**config.mk**
```make
export PLATFORM = sky130hd
export DESIGN_NAME = tli_div
export DESIGN_NICKNAME = d
export VERILOG_FILES = /design/src/rtl/tli_pkg.sv /design/src/rtl/tli_div.sv
export SDC_FILE = /design/constraint.sdc
export NUM_CORES = 1
export LEC_CHECK = 0
export BUFFER_PORTS_ARGS = -buffer_cell sky130_fd_sc_hd__buf_2
export CAP_MARGIN = 15
export CORE_MARGIN = 2
export CORE_UTILIZATION = 40
export CTS_CLUSTER_SIZE = 14
export DETAILED_ROUTE_END_ITERATION = 8
export HOLD_SLACK_MARGIN = 0.02
export SYNTH_ARGS = -nofsm -noshare
export SYNTH_HDL_FRONTEND = slang
export SYNTH_SLANG_ARGS = --single-unit
```
**constraint.sdc**
```tcl
create_clock -name clk -period 8.55 [get_ports clk]
set_input_delay 0 -clock clk [delete_from_list [all_inputs] [get_ports clk]]
set_output_delay 0 -clock clk [all_outputs]
set_load 0.02 [all_outputs]
```
**src/rtl/tli_pkg.sv**
```systemverilog
// ----------------------------------------------------------------------------
// tli_pkg
// shared constants, codes and helpers of the table interpolator
// ----------------------------------------------------------------------------
package tli_pkg;

	localparam int DEF_MAX_ROWS    = 64;
	localparam int DEF_MAX_COLUMNS = 16;
	localparam int RESULT_LIMIT    = 16;

	localparam logic MODE_WRITE = 1'b0;
	localparam logic MODE_QUERY = 1'b1;

	typedef enum logic [1:0] {
		REG_ROWS_IN_USE    = 2'd0,
		REG_COLUMNS_IN_USE = 2'd1
	} reg_index_t;

	typedef enum logic [4:0] {
		ST_IDLE,
		ST_RD_K0,
		ST_RD_KL,
		ST_CHK,
		ST_SCAN_RD,
		ST_SCAN_CMP,
		ST_PREP,
		ST_PREP2,
		ST_EMIT,
		ST_RD_Y1,
		ST_RD_Y2,
		ST_DIFF,
		ST_MAG,
		ST_MUL,
		ST_DIV_GO,
		ST_DIV_WAIT,
		ST_SUM
	} state_t;

	typedef struct packed {
		logic start;
		logic done;
	} div_ctl_t;

	function automatic logic [31:0] mag33(logic signed [32:0] v);
		logic signed [32:0] n;
		n = -v;
		return v[32] ? n[31:0] : v[31:0];
	endfunction

endpackage

```
**src/rtl/tli_div.sv**
```systemverilog
// ----------------------------------------------------------------------------
// tli_div
// restoring divider, 64 by 32 bits unsigned, one quotient bit per cycle
// ----------------------------------------------------------------------------
module tli_div
	import tli_pkg::*;
(
	input  logic        clk,
	input  logic        arst_n,
	input  div_ctl_t    ctl_in,
	output div_ctl_t    ctl_out,
	input  logic [63:0] dividend,
	input  logic [31:0] divisor,
	output logic [63:0] quotient
);

	logic        busy_q;
	logic        done_q;
	logic [5:0]  cnt_q;
	logic [31:0] rem_q;
	logic [63:0] quo_q;
	logic [31:0] div_q;
	logic [32:0] sh;
	logic        ge;
	logic [32:0] diff;

	assign sh   = {rem_q, quo_q[63]};
	assign ge   = sh >= {1'b0, div_q};
	assign diff = sh - {1'b0, div_q};

	always_ff @(posedge clk or negedge arst_n) begin
		if (!arst_n) begin
			busy_q <= 1'b0;
			done_q <= 1'b0;
			cnt_q  <= '0;
		end else begin
			done_q <= 1'b0;
			if (ctl_in.start) begin
				busy_q <= 1'b1;
				cnt_q  <= '0;
			end else if (busy_q) begin
				cnt_q <= cnt_q + 6'd1;
				if (cnt_q == 6'd63) begin
					busy_q <= 1'b0;
					done_q <= 1'b1;
				end
			end
		end
	end

	always_ff @(posedge clk) begin
		if (ctl_in.start) begin
			rem_q <= '0;
			quo_q <= dividend;
			div_q <= divisor;
		end else if (busy_q) begin
			rem_q <= ge ? diff[31:0] : sh[31:0];
			quo_q <= {quo_q[62:0], ge};
		end
	end

	assign ctl_out.start = busy_q;
	assign ctl_out.done  = done_q;
	assign quotient      = quo_q;

endmodule

```
Word-level counts from Yosys, hierarchy flattened
Cells that the tools add are included.
Storage, ports and cells
  bits of input ports: 100
  word-level logic and storage cells: 22
  output and inout bits: 66
  bits in registers: 136
Cells by class
  reductions and logical operators: 1
  multiplexer cells: 11
  add/subtract/negate cells: 2
  eq/ne operators: 1
  $lt $le $gt $ge: 1
Operator list (number)
  64-bit 2-to-1 mux: 2
  33-bit by 32-bit greater-or-equal comparator with 1-bit output: 1
  32-bit 2-to-1 mux: 1
  32-bit subtractor: 1
  6-bit 2-to-1 mux: 2
  6-bit by 1-bit adder with 6-bit output (second input constant): 1
  6-bit equality test (second input constant): 1
  1-bit 2-to-1 mux: 6
  2-bit nonzero test: 1

Depth between registers and ports, before layout
  depth after elaboration: 4
  depth in mapped cells: 14
  mapped depth without buffers: 12

Worst setup path after synthesis
Ideal clock, no wire load.
  path type: reg2reg
  from: register quo_q[63], in the netlist quotient[63]
  to: register rem_q[30]
  data arrival time: 2819 ps
  setup time: 116 ps
  stages on the path, launching flop included: 13
  data required time: 8434 ps
  buffers on the path: 0
  period minus slack after synthesis: 2935 ps
  path slack: 5615 ps
  cell sequence: edfxtp_1 > inv_1 > ha_1 > fa_1 > nand2b_1 > a21o_1 > a21o_1 > a211o_1 > a211o_1 > a31o_2 > a31oi_1 > xor2_1 > a31o_1
On the way
  longest elaborated chain between the ends: 2
  elaborated cells between the ends (all ways): 3
  classes of those cells: add/sub (1); order compare (1); mux (1)
RTL lines
  from (decl): line tli_div.sv:21  | logic [63:0] quo_q;
  from (signal assigned): line tli_div.sv:54  | quo_q <= dividend;
  from (signal assigned): line tli_div.sv:58  | quo_q <= {quo_q[62:0], ge};
  32-bit subtractor / 33-bit by 32-bit greater-or-equal comparator with 1-bit output (equally long branches): line tli_div.sv:29, tli_div.sv:28
  32-bit 2-to-1 mux *: line tli_div.sv:57  | rem_q <= ge ? diff[31:0] : sh[31:0];
  to (signal assigned): line tli_div.sv:57
  to (decl): line tli_div.sv:20  | logic [31:0] rem_q;
Every way passes the cells marked *; elsewhere a longest branch is shown, timed or not.
A chain may end at the register's enable or synchronous reset.

Final worst setup path
  from: register div_q[3]
  to: register rem_q[0]
On the way
  longest elaborated chain between the ends: 2
RTL lines
  from (decl): line tli_div.sv:22  | logic [31:0] div_q;
  from (signal assigned): line tli_div.sv:55  | div_q <= divisor;
  33-bit by 32-bit greater-or-equal comparator with 1-bit output: line tli_div.sv:28  | assign ge = sh >= {1'b0, div_q};
  32-bit 2-to-1 mux: line tli_div.sv:57
Every way passes these cells.

==> impl_metrics.prom <==
# TYPE chip_impl_metric gauge
chip_impl_metric{name="drt-pass1-iter-count",unit=""} 5
chip_impl_metric{name="slew_headroom",unit="%"} 28.2
chip_impl_metric{name="fp.dieArea",unit="um2"} 19500
chip_impl_info{name="setup_repair_after_global_routing_missed_its_margin",value="no"} 1
chip_impl_info{name="crit_start",value="div_q[3]$_DFFE_PP_"} 1
chip_impl_info{name="holdPathEnd",value="cnt_q[4]$_DFFE_PN0P_"} 1
chip_impl_info{name="worstSetupEndpointType",value="flip-flop"} 1
chip_impl_metric{name="setup_total_negative_slack",unit="ns"} 0
chip_impl_metric{name="switching_part_of_the_total",unit="%"} 34.2
chip_impl_metric{name="p_leak",unit="nW"} 4.31
chip_impl_metric{name="synth-warning-count",unit=""} 0
chip_impl_info{name="worst_reg2reg_endpoint",value="rem_q[0]$_SDFFE_PP0P_"} 1
chip_impl_metric{name="p_int",unit="mW"} 1.76
chip_impl_metric{name="power.ir.vdd_worst",unit="mV"} 0.188
chip_impl_metric{name="number_of_global_route_vias_before_repair",unit=""} 6242
chip_impl_metric{name="cts.reportedPaths.clkPinSlew",unit="ns"} 0.06
chip_impl_metric{name="htreeDepth",unit=""} 4
chip_impl_metric{name="power.combinational.fraction",unit="%"} 36.8
chip_impl_metric{name="netSwitchingPower",unit="mW"} 0.912
chip_impl_metric{name="n_fill_cell",unit=""} 1584
chip_impl_info{name="clock_tree.root_cell",value="sky130_fd_sc_hd__clkbuf_16"} 1
chip_impl_info{name="min_path_type",value="in2reg"} 1
chip_impl_metric{name="final_util",unit="%"} 55.2
chip_impl_metric{name="reported_max_cap_violation_count",unit=""} 0
chip_impl_metric{name="yosys.cell_types.count",unit=""} 60
chip_impl_info{name="worst_r2r_startpoint",value="div_q[3]$_DFFE_PP_"} 1
chip_impl_metric{name="worstSkewPairLatency",unit="ns"} 0.43
chip_impl_metric{name="period_share",unit="%"} 43.3
chip_impl_metric{name="reg2reg_setup_slack",unit="ns"} 4.84
chip_impl_metric{name="ios",unit=""} 166
chip_impl_metric{name="cts_resized",unit=""} 0
chip_impl_metric{name="average_vias_per_placed_instance",unit=""} 5.19
chip_impl_metric{name="netlist_instances",unit=""} 644
chip_impl_metric{name="reg2regPathDepth",unit=""} 12
chip_impl_metric{name="via_count",unit=""} 5908
chip_impl_info{name="critical_path.startpoint_type",value="flip-flop"} 1
chip_impl_metric{name="antenna_found_initial",unit=""} 0
chip_impl_metric{name="sequential_power_share",unit="%"} 33.7
chip_impl_metric{name="die_height",unit="um"} 140
chip_impl_metric{name="initial_detailed_routing_violation_count",unit=""} 326
chip_impl_metric{name="synth_seq_cells",unit=""} 136
chip_impl_metric{name="start_util",unit="%"} 40.8
chip_impl_info{name="prevailing_post_synth_register_cell",value="sky130_fd_sc_hd__edfxtp_1"} 1
chip_impl_metric{name="grt_start_max_net_pins",unit=""} 65
chip_impl_metric{name="numCtsBuffers",unit=""} 17
chip_impl_metric{name="slew_violations",unit=""} 0
chip_impl_metric{name="mappedNetlistNets",unit=""} 778
chip_impl_metric{name="worst_slew_pin_slew",unit="ns"} 1.07
chip_impl_metric{name="async_flop_share",unit="%"} 5.88
chip_impl_metric{name="io_buffers",unit=""} 164
chip_impl_metric{name="clock_power_share",unit="%"} 29.5
chip_impl_metric{name="max_freq",unit="MHz"} 270
chip_impl_metric{name="core_region_area",unit="um2"} 18000
chip_impl_metric{name="cp.arrival",unit="ns"} 4.04
chip_impl_metric{name="gp_routability_congestion",unit=""} 0.884
chip_impl_metric{name="postCtsHoldBufs",unit=""} 98
chip_impl_metric{name="wl",unit="um"} 18600
chip_impl_metric{name="antennaDiodeCount",unit=""} 0
chip_impl_info{name="hold_path_startpoint",value="ctl_in[1]"} 1
chip_impl_metric{name="synth.yosys.seq_area_share",unit="%"} 50.6
chip_impl_metric{name="cts.sink_count",unit=""} 136
chip_impl_metric{name="grt_pass1_wl",unit="um"} 30800
chip_impl_metric{name="nets_finish",unit=""} 1032
chip_impl_info{name="outcome",value="finished, final reports clean"} 1
chip_impl_metric{name="finalSetupViolations",unit=""} 0
chip_impl_metric{name="syn_area_per_cell",unit="um2"} 11.4
chip_impl_metric{name="wl_per_cell",unit="um"} 16.4
chip_impl_metric{name="flow.area_growth_from_synthesis",unit="%"} 35.2
chip_impl_metric{name="cp_max_fo",unit=""} 27
chip_impl_metric{name="drive_gt1_share",unit="%"} 30.0
chip_impl_metric{name="power_per_cell_area",unit="nW/um2"} 269
chip_impl_metric{name="die_w",unit="um"} 140
chip_impl_metric{name="hold_viol",unit=""} 0
chip_impl_metric{name="cts_buffer_depth",unit=""} 2
chip_impl_metric{name="crit_required",unit="ns"} 8.89
chip_impl_info{name="tritoncts_clock_tree",value="done"} 1
chip_impl_info{name="path_class",value="reg2reg"} 1
chip_impl_metric{name="ant_nets",unit=""} 0
chip_impl_metric{name="sum_of_net_half_perimeters_after_detailed_placement",unit="um"} 12400
chip_impl_metric{name="number_of_flops_mapped_to_enable_cells_by_yosys",unit=""} 96
chip_impl_metric{name="global_route.overflow_total",unit=""} 0
chip_impl_metric{name="placementRows",unit=""} 49
chip_impl_metric{name="grt_usage",unit="%"} 19.7
chip_impl_metric{name="syn_area",unit="um2"} 7360
chip_impl_metric{name="clock_skew",unit="ns"} 0.00985
chip_impl_metric{name="holdPathStages",unit=""} 2
chip_impl_metric{name="post-route-min-period",unit="ns"} 3.71
chip_impl_metric{name="post_cts.repair.setup_buffers",unit=""} 0
chip_impl_metric{name="route.detailed.drc",unit=""} 0
[metrics by stage]
stage | std cells | total power [mW] | hold WS, ns | instance area, um2 | setup WS, ns
after floorplan | 644 | 1.66 | -0.296 | 7360 | 5.62
after global placement | 1010 | 1.83 | -0.158 | 8340 | 4.93
after detailed placement | 1010 | 1.85 | -0.150 | 8340 | 4.87
after CTS | 1139 | 2.69 | 0.0247 | 9950 | 4.85
after global routing | 1139 | 2.84 | 0.0465 | 9950 | 4.60
final | 1139 | 2.67 | 0.0327 | 9950 | 4.84
[metal layers]
layer	part of all wire (%)	routed length, um	GRT usage [%]
met2	49	9040	32.8
met1	43	7940	23.9
met4	2.0	366	7.26
met5	0	0	0
met3	6.9	1280	6.47
[critical path, cell delays in order, from the launching register on]
cell	delay, ns
sky130_fd_sc_hd__edfxtp_1	0.35
sky130_fd_sc_hd__inv_1	0.05
sky130_fd_sc_hd__ha_1	0.36
sky130_fd_sc_hd__nand3_1	0.14
sky130_fd_sc_hd__o21bai_4	0.21
sky130_fd_sc_hd__a21boi_2	0.24
sky130_fd_sc_hd__o311ai_2	0.16
sky130_fd_sc_hd__a31o_4	0.30
sky130_fd_sc_hd__o2bb2ai_2	0.18
sky130_fd_sc_hd__o211ai_4	0.53
sky130_fd_sc_hd__buf_4	0.48
sky130_fd_sc_hd__mux2_2	0.38
sky130_fd_sc_hd__a211oi_1	0.23
[synth_stat cells, types with 5 or more instances]
cell	instances	area share (%)
sky130_fd_sc_hd__xor2_1	17	2.0
sky130_fd_sc_hd__nand4_1	6	0.51
sky130_fd_sc_hd__and2_1	5	0.43
sky130_fd_sc_hd__inv_1	43	2.2
sky130_fd_sc_hd__nand3_1	10	0.68
sky130_fd_sc_hd__nor2_1	46	2.3
sky130_fd_sc_hd__mux2i_1	26	3.5
sky130_fd_sc_hd__xnor2_1	15	1.8
sky130_fd_sc_hd__edfxtp_1	96	39
sky130_fd_sc_hd__a21oi_1	28	1.9
sky130_fd_sc_hd__and3_1	5	0.43
sky130_fd_sc_hd__a211oi_1	19	1.9
sky130_fd_sc_hd__a31oi_1	10	0.85
sky130_fd_sc_hd__o21ai_1	7	0.48
sky130_fd_sc_hd__a21o_1	17	1.7
sky130_fd_sc_hd__o211ai_1	5	0.51
sky130_fd_sc_hd__dfxtp_1	32	8.7
sky130_fd_sc_hd__nor3_1	5	0.34
sky130_fd_sc_hd__clkbuf_1	22	1.1
sky130_fd_sc_hd__nand2b_1	5	0.43
sky130_fd_sc_hd__o21ai_0	18	1.2
sky130_fd_sc_hd__mux2_2	65	9.9
sky130_fd_sc_hd__nand2_1	44	2.2
sky130_fd_sc_hd__ha_1	33	5.6
sky130_fd_sc_hd__dfrtp_1	8	2.7
[area by class of cell]
class	count	area, um2	share of cell area, %
tap	229	287	2.88
clock inverter	13	196	1.97
timing repair buffer	267	1840	18.5
sequential	136	3720	37.4
inverter	43	161	1.62
multi-input combinational	433	3310	33.3
clock buffer	18	429	4.31
[cells in the final DEF (no fill, tap or decap), types with 3 or more instances in the layout]
master                          Yosys  final
sky130_fd_sc_hd__a211oi_1          19     19
sky130_fd_sc_hd__a21o_1            17     17
sky130_fd_sc_hd__a21oi_1           28     28
sky130_fd_sc_hd__a31oi_1           10     10
sky130_fd_sc_hd__and2_1             5      5
sky130_fd_sc_hd__and3_1             5      5
sky130_fd_sc_hd__buf_2              3    163
sky130_fd_sc_hd__buf_4              2      6
sky130_fd_sc_hd__bufinv_16          0      4
sky130_fd_sc_hd__clkbuf_16          0     17
sky130_fd_sc_hd__clkinv_4           0      5
sky130_fd_sc_hd__dfrtp_1            8      8
sky130_fd_sc_hd__dfxtp_1           32     32
sky130_fd_sc_hd__dlygate4sd3_1      0     98
sky130_fd_sc_hd__edfxtp_1          96     96
sky130_fd_sc_hd__ha_1              33     33
sky130_fd_sc_hd__inv_1             43     42
sky130_fd_sc_hd__mux2_2            65     65
sky130_fd_sc_hd__mux2i_1           26     26
sky130_fd_sc_hd__nand2_1           44     44
sky130_fd_sc_hd__nand2b_1           5      5
sky130_fd_sc_hd__nand3_1           10     10
sky130_fd_sc_hd__nand4_1            6      6
sky130_fd_sc_hd__nor2_1            46     46
sky130_fd_sc_hd__nor2b_1            3      3
sky130_fd_sc_hd__nor3_1             5      5
sky130_fd_sc_hd__nor4_1             4      4
sky130_fd_sc_hd__o211ai_1           5      5
sky130_fd_sc_hd__o21a_1             3      3
sky130_fd_sc_hd__o21ai_0           18     18
sky130_fd_sc_hd__o21ai_1            7      7
sky130_fd_sc_hd__o21bai_1           4      4
sky130_fd_sc_hd__o31ai_1            3      3
sky130_fd_sc_hd__xnor2_1           15     15
sky130_fd_sc_hd__xor2_1            17     17
[worst max path at each step]
stage	endpoint	cells past startpoint	slack [ns]
floorplan	rem_q[30]$_SDFFE_PP0P_	12	5.62
global placement	rem_q[0]$_SDFFE_PP0P_	12	4.93
detailed placement	rem_q[0]$_SDFFE_PP0P_	12	4.87
CTS	rem_q[0]$_SDFFE_PP0P_	12	4.85
global route	rem_q[0]$_SDFFE_PP0P_	12	4.60
finish	rem_q[0]$_SDFFE_PP0P_	12	4.84
[power groups by stage]
| stage | logic [mW] | clock network [mW] | registers [mW] |
|---|---|---|---|
| 2_1_floorplan | 0.716 | 0 | 0.940 |
| 3_3_place_gp | 0.924 | 0 | 0.906 |
| 3_5_place_dp | 0.940 | 0 | 0.910 |
| 4_1_cts | 0.982 | 0.805 | 0.900 |
| 5_1_grt | 1.09 | 0.833 | 0.914 |
| 6_report | 0.983 | 0.788 | 0.900 |
[cell families after synthesis]
| family | synth area share (%) |
|---|---|
| simple gates | 8.42 |
| fa+ha+maj | 5.88 |
| mux | 13.5 |
| xor+xnor | 3.81 |
| flops | 50.6 |
| compound gates | 13.4 |
| buf+inv | 4.44 |
[registers in the layout, summed over array words and instances (netlist names)]
| signal | cells |
|---|---|
| done_q | 1 |
| cnt_q | 6 |
| busy_q | 1 |
| rem_q | 32 |
| quotient | 64 |
| div_q | 32 |
No activity file was read; power rests on OpenSTA's default activity.
